### config.mk
export PLATFORM = sky130hd
export DESIGN_NAME = param_frame_parser_with_ack_unit
export DESIGN_NICKNAME = d
export VERILOG_FILES = /design/src/rtl/pfp_pkg.sv /design/src/rtl/pfp_front.sv /design/src/rtl/pfp_queue.sv /design/src/rtl/pfp_back.sv /design/src/rtl/param_frame_parser_with_ack_unit.sv
export SDC_FILE = /design/constraint.sdc
export NUM_CORES = 1
export LEC_CHECK = 0
export BUFFER_PORTS_ARGS = -buffer_cell sky130_fd_sc_hd__buf_2
export CAP_MARGIN = 15
export CELL_PAD_IN_SITES_DETAIL_PLACEMENT = 1
export CELL_PAD_IN_SITES_GLOBAL_PLACEMENT = 1
export CORE_UTILIZATION = 51
export CTS_CLUSTER_DIAMETER = 50
export DETAILED_ROUTE_END_ITERATION = 8
export PLACE_DENSITY_LB_ADDON = 0.1
export SLEW_MARGIN = 40
export SYNTH_ARGS = -nofsm -noshare
export SYNTH_HDL_FRONTEND = slang
export SYNTH_SLANG_ARGS = --single-unit
### constraint.sdc
create_clock -name clk -period 5.4 [get_ports clk]
set_input_delay 1.08 -clock clk [delete_from_list [all_inputs] [get_ports clk]]
set_output_delay 1.08 -clock clk [all_outputs]
set_load 0.05 [all_outputs]
### src/rtl/pfp_pkg.sv
`timescale 1ns / 1ps

package pfp_pkg;

	// Received frame layout
	localparam int unsigned FRAME_LEN  = 12;
	localparam int unsigned SPAN_BASE  = 4;
	localparam int unsigned SPAN_LIMIT = 10;
	localparam int unsigned POS_LEN    = 3;
	localparam int unsigned POS_ID_LO  = 4;
	localparam int unsigned POS_ID_HI  = 5;
	localparam int unsigned POS_VAL0   = 6;
	localparam int unsigned POS_VAL1   = 7;
	localparam int unsigned POS_VAL2   = 8;
	localparam int unsigned POS_VAL3   = 9;
	localparam int unsigned POS_SUM    = 10;
	localparam int unsigned POS_SUM2   = 11;

	// Acknowledge frame layout
	localparam int unsigned ACK_LEN         = 9;
	localparam logic [7:0]  ACK_PAYLOAD_LEN = 8'd3;

	localparam logic [3:0] ACK_IDX_HEAD  = 4'd0;
	localparam logic [3:0] ACK_IDX_ADDR  = 4'd1;
	localparam logic [3:0] ACK_IDX_FID   = 4'd2;
	localparam logic [3:0] ACK_IDX_LEN   = 4'd3;
	localparam logic [3:0] ACK_IDX_WCODE = 4'd4;
	localparam logic [3:0] ACK_IDX_SUM_E = 4'd5;
	localparam logic [3:0] ACK_IDX_SS_E  = 4'd6;
	localparam logic [3:0] ACK_IDX_SUM   = 4'd7;
	localparam logic [3:0] ACK_IDX_SS    = 4'd8;

	// Configuration register indexes
	localparam logic [7:0] REG_FRAME_HEAD     = 8'd0;
	localparam logic [7:0] REG_DEVICE_ADDRESS = 8'd1;
	localparam logic [7:0] REG_ACK_FRAME_ID   = 8'd2;
	localparam logic [7:0] REG_WRITE_CODE     = 8'd3;

	localparam logic [7:0] FRAME_HEAD_RST = 8'd170;

	// Configuration values shared by the front and back parts
	typedef struct packed {
		logic [7:0] frame_head;
		logic [7:0] device_address;
		logic [7:0] ack_frame_id;
		logic [7:0] write_code;
	} cfg_t;

	// One accepted frame, handed from the front to the back
	typedef struct packed {
		logic [15:0]        param_id;
		logic signed [31:0] param_value;
		logic [7:0]         rx_sum;
		logic [7:0]         rx_sum2;
	} ack_req_t;

endpackage

### src/rtl/pfp_front.sv
`timescale 1ns / 1ps

module pfp_front (
	input  logic              clk,
	input  logic              arst_n,
	input  logic              in_valid,
	input  logic [7:0]        in_byte,
	input  logic [7:0]        frame_head,
	input  logic              q_full,
	output logic              in_ready,
	output logic              push,
	output pfp_pkg::ack_req_t push_data
);

	logic [7:0] fb_q [pfp_pkg::FRAME_LEN];
	logic [3:0] cnt_q;
	logic [7:0] sum_q;
	logic [7:0] ss_q;

	logic       acc;
	logic       take;
	logic       in_span;
	logic [8:0] span;
	logic [7:0] sum_nx;
	logic [7:0] ss_nx;
	logic       last_pos;

	assign in_ready = !q_full;
	assign acc      = in_valid && in_ready;
	// A byte other than the head at the first position is dropped.
	assign take     = acc && !(cnt_q == 4'd0 && in_byte != frame_head);
	assign last_pos = (cnt_q == 4'(pfp_pkg::POS_SUM2));

	// Checksum span: the first four bytes always count, then positions below both length+4 and ten.
	assign span = {1'b0, fb_q[pfp_pkg::POS_LEN]} + 9'(pfp_pkg::SPAN_BASE);
	always_comb begin
		if (cnt_q < 4'(pfp_pkg::SPAN_BASE)) begin
			in_span = 1'b1;
		end else if (cnt_q < 4'(pfp_pkg::SPAN_LIMIT)) begin
			in_span = ({5'd0, cnt_q} < span);
		end else begin
			in_span = 1'b0;
		end
	end

	assign sum_nx = sum_q + in_byte;
	assign ss_nx  = ss_q + sum_nx;

	// Frame byte store, no reset needed.
	always_ff @(posedge clk) begin
		if (take) begin
			fb_q[cnt_q] <= in_byte;
		end
	end

	// Byte position and running sums.
	always_ff @(posedge clk or negedge arst_n) begin
		if (!arst_n) begin
			cnt_q <= 4'd0;
			sum_q <= 8'd0;
			ss_q  <= 8'd0;
		end else if (take) begin
			if (last_pos) begin
				cnt_q <= 4'd0;
				sum_q <= 8'd0;
				ss_q  <= 8'd0;
			end else begin
				cnt_q <= cnt_q + 4'd1;
				if (in_span) begin
					sum_q <= sum_nx;
					ss_q  <= ss_nx;
				end
			end
		end
	end

	// On the last byte the sums are final; the last byte is the second checksum.
	assign push = take && last_pos && (sum_q == fb_q[pfp_pkg::POS_SUM]) &&
		(ss_q == in_byte);

	assign push_data.param_id    = {fb_q[pfp_pkg::POS_ID_HI], fb_q[pfp_pkg::POS_ID_LO]};
	assign push_data.param_value = {fb_q[pfp_pkg::POS_VAL3], fb_q[pfp_pkg::POS_VAL2],
		fb_q[pfp_pkg::POS_VAL1], fb_q[pfp_pkg::POS_VAL0]};
	assign push_data.rx_sum      = fb_q[pfp_pkg::POS_SUM];
	assign push_data.rx_sum2     = in_byte;

endmodule

### src/rtl/pfp_queue.sv
`timescale 1ns / 1ps

module pfp_queue (
	input  logic              clk,
	input  logic              arst_n,
	input  logic              push,
	input  pfp_pkg::ack_req_t push_data,
	input  logic              pop,
	output logic              full,
	output logic              head_valid,
	output pfp_pkg::ack_req_t head_data
);

	pfp_pkg::ack_req_t mem_q [2];
	logic       wr_q;
	logic       rd_q;
	logic [1:0] cnt_q;

	assign full       = (cnt_q == 2'd2);
	assign head_valid = (cnt_q != 2'd0);
	assign head_data  = mem_q[rd_q];

	// Entry storage.
	always_ff @(posedge clk) begin
		if (push) begin
			mem_q[wr_q] <= push_data;
		end
	end

	// Pointers and fill count.
	always_ff @(posedge clk or negedge arst_n) begin
		if (!arst_n) begin
			wr_q  <= 1'b0;
			rd_q  <= 1'b0;
			cnt_q <= 2'd0;
		end else begin
			if (push) begin
				wr_q <= !wr_q;
			end
			if (pop) begin
				rd_q <= !rd_q;
			end
			if (push && !pop) begin
				cnt_q <= cnt_q + 2'd1;
			end else if (pop && !push) begin
				cnt_q <= cnt_q - 2'd1;
			end
		end
	end

endmodule

### src/rtl/pfp_back.sv
`timescale 1ns / 1ps

module pfp_back (
	input  logic               clk,
	input  logic               arst_n,
	input  pfp_pkg::cfg_t      cfg,
	input  logic               head_valid,
	input  pfp_pkg::ack_req_t  head_data,
	output logic               pop,
	input  logic               out_ready,
	output logic               out_valid,
	output logic [7:0]         out_byte,
	output logic               out_last,
	output logic [15:0]        out_id,
	output logic signed [31:0] out_value
);

	logic [3:0] idx_q;
	logic [7:0] sum_q;
	logic [7:0] ss_q;
	logic       valid_q;
	logic [7:0] byte_q;
	logic       last_q;
	logic [15:0] id_q;
	logic signed [31:0] val_q;

	logic       load;
	logic       at_last;
	logic [7:0] nx_byte;
	logic [7:0] sum_nx;
	logic [7:0] ss_nx;

	assign load    = head_valid && (!valid_q || out_ready);
	assign at_last = (idx_q == pfp_pkg::ACK_IDX_SS);
	assign pop     = load && at_last;

	// Select the acknowledge byte for the current position.
	always_comb begin
		case (idx_q)
			pfp_pkg::ACK_IDX_HEAD:  nx_byte = cfg.frame_head;
			pfp_pkg::ACK_IDX_ADDR:  nx_byte = cfg.device_address;
			pfp_pkg::ACK_IDX_FID:   nx_byte = cfg.ack_frame_id;
			pfp_pkg::ACK_IDX_LEN:   nx_byte = pfp_pkg::ACK_PAYLOAD_LEN;
			pfp_pkg::ACK_IDX_WCODE: nx_byte = cfg.write_code;
			pfp_pkg::ACK_IDX_SUM_E: nx_byte = head_data.rx_sum;
			pfp_pkg::ACK_IDX_SS_E:  nx_byte = head_data.rx_sum2;
			pfp_pkg::ACK_IDX_SUM:   nx_byte = sum_q;
			pfp_pkg::ACK_IDX_SS:    nx_byte = ss_q;
			default:                nx_byte = 8'd0;
		endcase
	end

	// Running checksums restart at the head byte.
	assign sum_nx = ((idx_q == pfp_pkg::ACK_IDX_HEAD) ? 8'd0 : sum_q) + nx_byte;
	assign ss_nx  = ((idx_q == pfp_pkg::ACK_IDX_HEAD) ? 8'd0 : ss_q) + sum_nx;

	// Sequencer position and checksums.
	always_ff @(posedge clk or negedge arst_n) begin
		if (!arst_n) begin
			idx_q   <= pfp_pkg::ACK_IDX_HEAD;
			sum_q   <= 8'd0;
			ss_q    <= 8'd0;
			valid_q <= 1'b0;
		end else begin
			if (load) begin
				idx_q <= at_last ? pfp_pkg::ACK_IDX_HEAD : idx_q + 4'd1;
				if (idx_q < pfp_pkg::ACK_IDX_SUM) begin
					sum_q <= sum_nx;
					ss_q  <= ss_nx;
				end
				valid_q <= 1'b1;
			end else if (out_ready) begin
				valid_q <= 1'b0;
			end
		end
	end

	// Output register payload.
	always_ff @(posedge clk) begin
		if (load) begin
			byte_q <= nx_byte;
			last_q <= at_last;
			id_q   <= head_data.param_id;
			val_q  <= head_data.param_value;
		end
	end

	assign out_valid = valid_q;
	assign out_byte  = byte_q;
	assign out_last  = last_q;
	assign out_id    = id_q;
	assign out_value = val_q;

endmodule

### src/rtl/param_frame_parser_with_ack_unit.sv
`timescale 1ns / 1ps
// Output path: after the twelfth frame byte is accepted, the frame is written to the queue and
// its first acknowledge byte is then loaded into the output register that drives m_tvalid.
// Throughput: one received byte per cycle in, stalled only while the queue holds two frames;
// one acknowledge byte per cycle out while m_tready is high, nine per accepted frame.
// Reset (arst_n low, asynchronous) clears the count, sums, queue and output valid,
// and returns the registers to head 170 and zero elsewhere.

module param_frame_parser_with_ack_unit (
	input  logic        clk,
	input  logic        arst_n,
	input  logic        s_tvalid,
	output logic        s_tready,
	input  logic [7:0]  s_tdata,   // [7:0] rx_byte
	output logic        m_tvalid,
	input  logic        m_tready,
	output logic [55:0] m_tdata,   // [7:0] ack_byte, [23:8] param_id, [55:24] param_value
	output logic        m_tlast,
	input  logic        cfg_valid,
	output logic        cfg_ready,
	input  logic [7:0]  cfg_index,
	input  logic [7:0]  cfg_data
);

	pfp_pkg::cfg_t     cfg_q;
	pfp_pkg::ack_req_t push_data;
	pfp_pkg::ack_req_t head_data;
	logic              push;
	logic              pop;
	logic              q_full;
	logic              head_valid;
	logic [7:0]        ack_byte;
	logic [15:0]       param_id;
	logic signed [31:0] param_value;

	assign cfg_ready = 1'b1;

	// Configuration registers; unknown indexes are ignored.
	always_ff @(posedge clk or negedge arst_n) begin
		if (!arst_n) begin
			cfg_q.frame_head     <= pfp_pkg::FRAME_HEAD_RST;
			cfg_q.device_address <= 8'd0;
			cfg_q.ack_frame_id   <= 8'd0;
			cfg_q.write_code     <= 8'd0;
		end else if (cfg_valid) begin
			case (cfg_index)
				pfp_pkg::REG_FRAME_HEAD:     cfg_q.frame_head     <= cfg_data;
				pfp_pkg::REG_DEVICE_ADDRESS: cfg_q.device_address <= cfg_data;
				pfp_pkg::REG_ACK_FRAME_ID:   cfg_q.ack_frame_id   <= cfg_data;
				pfp_pkg::REG_WRITE_CODE:     cfg_q.write_code     <= cfg_data;
				default: ;
			endcase
		end
	end

	// Front: frame assembly and checksum test.
	pfp_front u_front (
		.clk        (clk),
		.arst_n     (arst_n),
		.in_valid   (s_tvalid),
		.in_byte    (s_tdata),
		.frame_head (cfg_q.frame_head),
		.q_full     (q_full),
		.in_ready   (s_tready),
		.push       (push),
		.push_data  (push_data)
	);

	// Queue of accepted frames.
	pfp_queue u_queue (
		.clk        (clk),
		.arst_n     (arst_n),
		.push       (push),
		.push_data  (push_data),
		.pop        (pop),
		.full       (q_full),
		.head_valid (head_valid),
		.head_data  (head_data)
	);

	// Back: acknowledge frame sequencer.
	pfp_back u_back (
		.clk        (clk),
		.arst_n     (arst_n),
		.cfg        (cfg_q),
		.head_valid (head_valid),
		.head_data  (head_data),
		.pop        (pop),
		.out_ready  (m_tready),
		.out_valid  (m_tvalid),
		.out_byte   (ack_byte),
		.out_last   (m_tlast),
		.out_id     (param_id),
		.out_value  (param_value)
	);

	assign m_tdata = {param_value, param_id, ack_byte};

endmodule

==> impl_results.md <==
* Die width at 165 um
* GRT overflow at 0
* Hold-fix buffers at CTS at 0
* Sink Count at 326
* Fill count at 2430
* Clock buffer depth at 3
* Crit Path Class: flip-flop to flip-flop
* Maximum vdd ir drop at 0.323 mV
* Antenna-violating nets left at 0
* Vias in the first global route at 8106
* Area leader, netlist: edfxtp_1
* CTS tree: built
* Pwr dens at 414 nW/um2
* Nets@finish at 1045
* Height of the die at 165 um
* Fin crit period at 4.90 ns
* Fin. Hold Viols at 0
* Max-cap violation count at 0
* Clock-pin slew on the worst setup and hold paths at 0.06 ns
* Post-route setup TNS at 0 ns
* Placed Area at 14400 um2
* Total GRT Usage at 0.235
* Yosys top cell area share at 0.552
* Root Driver: clkbuf_16
* Slew @ Worst Pin at 0.836 ns
* Critical Path End Type: flip-flop
* Worst Skew at 0.0178 ns
* Count leader, synth: edfxtp_1
* FMAX at 204 MHz
* Main area contributors after synthesis: edfxtp_1 (55%), dfrtp_1 (13%), mux2_2 (7.1%)
* Setup ws final at 0.497 ns
* Unique masters post-synth at 65
* HP Class: flip-flop to flip-flop
* Flops & latches, synth at 326
* Htree depth at 2
* Syn Nets at 932
* Post-Layout Inst Area at 15700 um2
* Postcts setup bufs at 0
* Warning count from the yosys run at 0
* Largest net degree at the start of global routing at 78
* Final HPWL DP at 20600 um
* Skew-Pair Late Insertion Delay at 0.52 ns
* WL/cell at 23.1 um
* Vias at 7512
* Slew Limit Fails at 0
* Rows at 59
* Top cells by count, synth: edfxtp_1 (249), mux2_2 (85), dfrtp_1 (73)
* Synth-to-layout area growth at 15.7%
* Io pins at 89
* Initial antenna violation count at 0
* RSZ-0062 raised after global routing: no
* CTS Buf Count at 37
* Syn Area/Cell at 15.8 um2
* Mapped Cells at 856
* Post-synthesis sequential area ratio at 0.694
* Worst Path Required at 5.79 ns
* Initial Utilization at 0.520
* Final core occ at 0.602
* Leak Pwr at 6.01 nW
* First-pass GRT wire length at 47000 um
* CP max FO at 7
* Share of cells above drive strength 1 at 0.274
* Iter 0 DRT Violations at 450
* CTS resizes at 0
* CP Launch Type: flip-flop
* Post-synth EDFFs at 249
* PortBufs at 87
* Final wirelength at 30800 um
* GPL Wtd Cong at 0.863
* Ys async rst share at 0.236
* Die area at 27200 um2
* Rel. slew slack at 0.441
* Core area at 26100 um2
* Status: completed
* CP Data Arrival Time at 5.30 ns
* DR DRC count at 0
* Fin crit share at 0.908
* Setup slack after placement at 0.569 ns
* Pre-antenna DRT Iters at 5
* Main flop type after synthesis: edfxtp_1
* Syn Std Cell Area at 13600 um2
* Setup-failing EPs final at 0
* Routed vias/inst at 5.64
layout by cell type, fill, tap and decap left out, types with 9 or more instances in the layout:
cell type / count
inv_1: 28
edfxtp_1: 249
nand2b_1: 9
buf_4: 9
dfrtp_1: 72
clkbuf_16: 39
nand3_1: 15
nor2_1: 25
nand2_1: 34
mux2_2: 85
a21oi_1: 23
xnor2_1: 34
and2_1: 20
a21o_1: 13
o21ai_0: 24
buf_2: 86
ha_1: 43
xor2_1: 18
a22o_1: 17
critical path, cell delays in order (launching register included):
cell and delay, ns:
dfrtp_1 0.44, inv_1 0.17, ha_1 0.36, nor3b_1 0.69
a221oi_1 0.25, a31oi_1 0.29, ha_1 0.20, inv_1 0.06
fa_1 0.41, inv_1 0.07, a21o_1 0.11, a21oi_1 0.09
xnor2_1 0.21, ha_1 0.32, nand3_1 0.11, o211ai_1 0.12
o21ai_1 0.19, nand2b_1 0.08, a21oi_1 0.19, xnor2_1 0.15
a22oi_2 0.16, o211ai_1 0.11
path summary, 6_finish.rpt:
check                                       end                from  slack (ns)  cells past startpoint
setup / recovery                 u_back.ss_q[7]     u_back.idx_q[0]        0.50                     21
hold / removal             u_queue.mem_q[0][54]  u_front.fb_q[4][6]        0.45                      0
setup reg to reg                 u_back.ss_q[7]     u_back.idx_q[0]        0.50                     21
hold reg to reg            u_queue.mem_q[0][54]  u_front.fb_q[4][6]        0.45                      0
max in group asynchronous          u_queue.rd_q              arst_n        4.27                      1
min in group asynchronous              cfg_q[7]              arst_n        0.58                      1
state kept, by name (all words and copies together) (netlist names):
register and count:
u_back.out_valid 1, u_front.sum_q 8, u_queue.rd_q 1, u_back.idx_q 4
u_back.out_id 16, u_queue.cnt_q 2, u_front.fb_q 64, u_front.cnt_q 4
u_queue.wr_q 1, u_back.out_byte 8, u_back.out_value 32, cfg_q 32
u_back.ss_q 8, u_back.sum_q 8, u_back.out_last 1, u_front.ss_q 8
u_queue.mem_q 128
layer usage:
layer,global-route usage,wire length (um)
met1,0.306,13300
met2,0.402,15600
met3,0.0394,1240
met4,0.0713,694
met5,0,0
per-stage QoR:
| stage | cells | total power (W) | hold slack [ns] |
|---|---|---|---|
| global placement | 1265 | 0.00400 | 0.422 |
| CTS | 1332 | 0.00654 | 0.447 |
| floorplan | 856 | 0.00379 | 0.421 |
| detailed placement | 1265 | 0.00411 | 0.431 |
| finish | 1333 | 0.00648 | 0.447 |
| global route | 1332 | 0.00676 | 0.456 |
cell families after synthesis:
| kind of cell | count (synthesis) | share of synthesized area |
|---|---|---|
| multiplexers | 101 | 0.0836 |
| adder cells (fa/ha/maj) | 47 | 0.0456 |
| flip-flops | 326 | 0.694 |
| AO/OA/AOI/OAI | 128 | 0.0677 |
| other | 1 | 0.000277 |
| AND/OR/NAND/NOR | 147 | 0.0575 |
| XOR/XNOR | 53 | 0.0348 |
| buffers and inverters | 53 | 0.0162 |
area by class of cell:
cell class	count	area [um2]	area share
antenna	1	2.50	0.000160
clock buffer	51	1090	0.0696
clock inverter	16	119	0.00758
inverter	28	105	0.00671
multi-input combinational	477	3960	0.252
sequential	326	9410	0.600
tap	335	419	0.0267
timing repair buffer	99	572	0.0365
power breakdown:
part | internal, W | switching (W)
Combinational | 0.000486 | 0.000606
Clock | 0.00143 | 0.000983
Sequential | 0.00284 | 0.000135
Note: power is estimated with default switching activity, not from simulation.
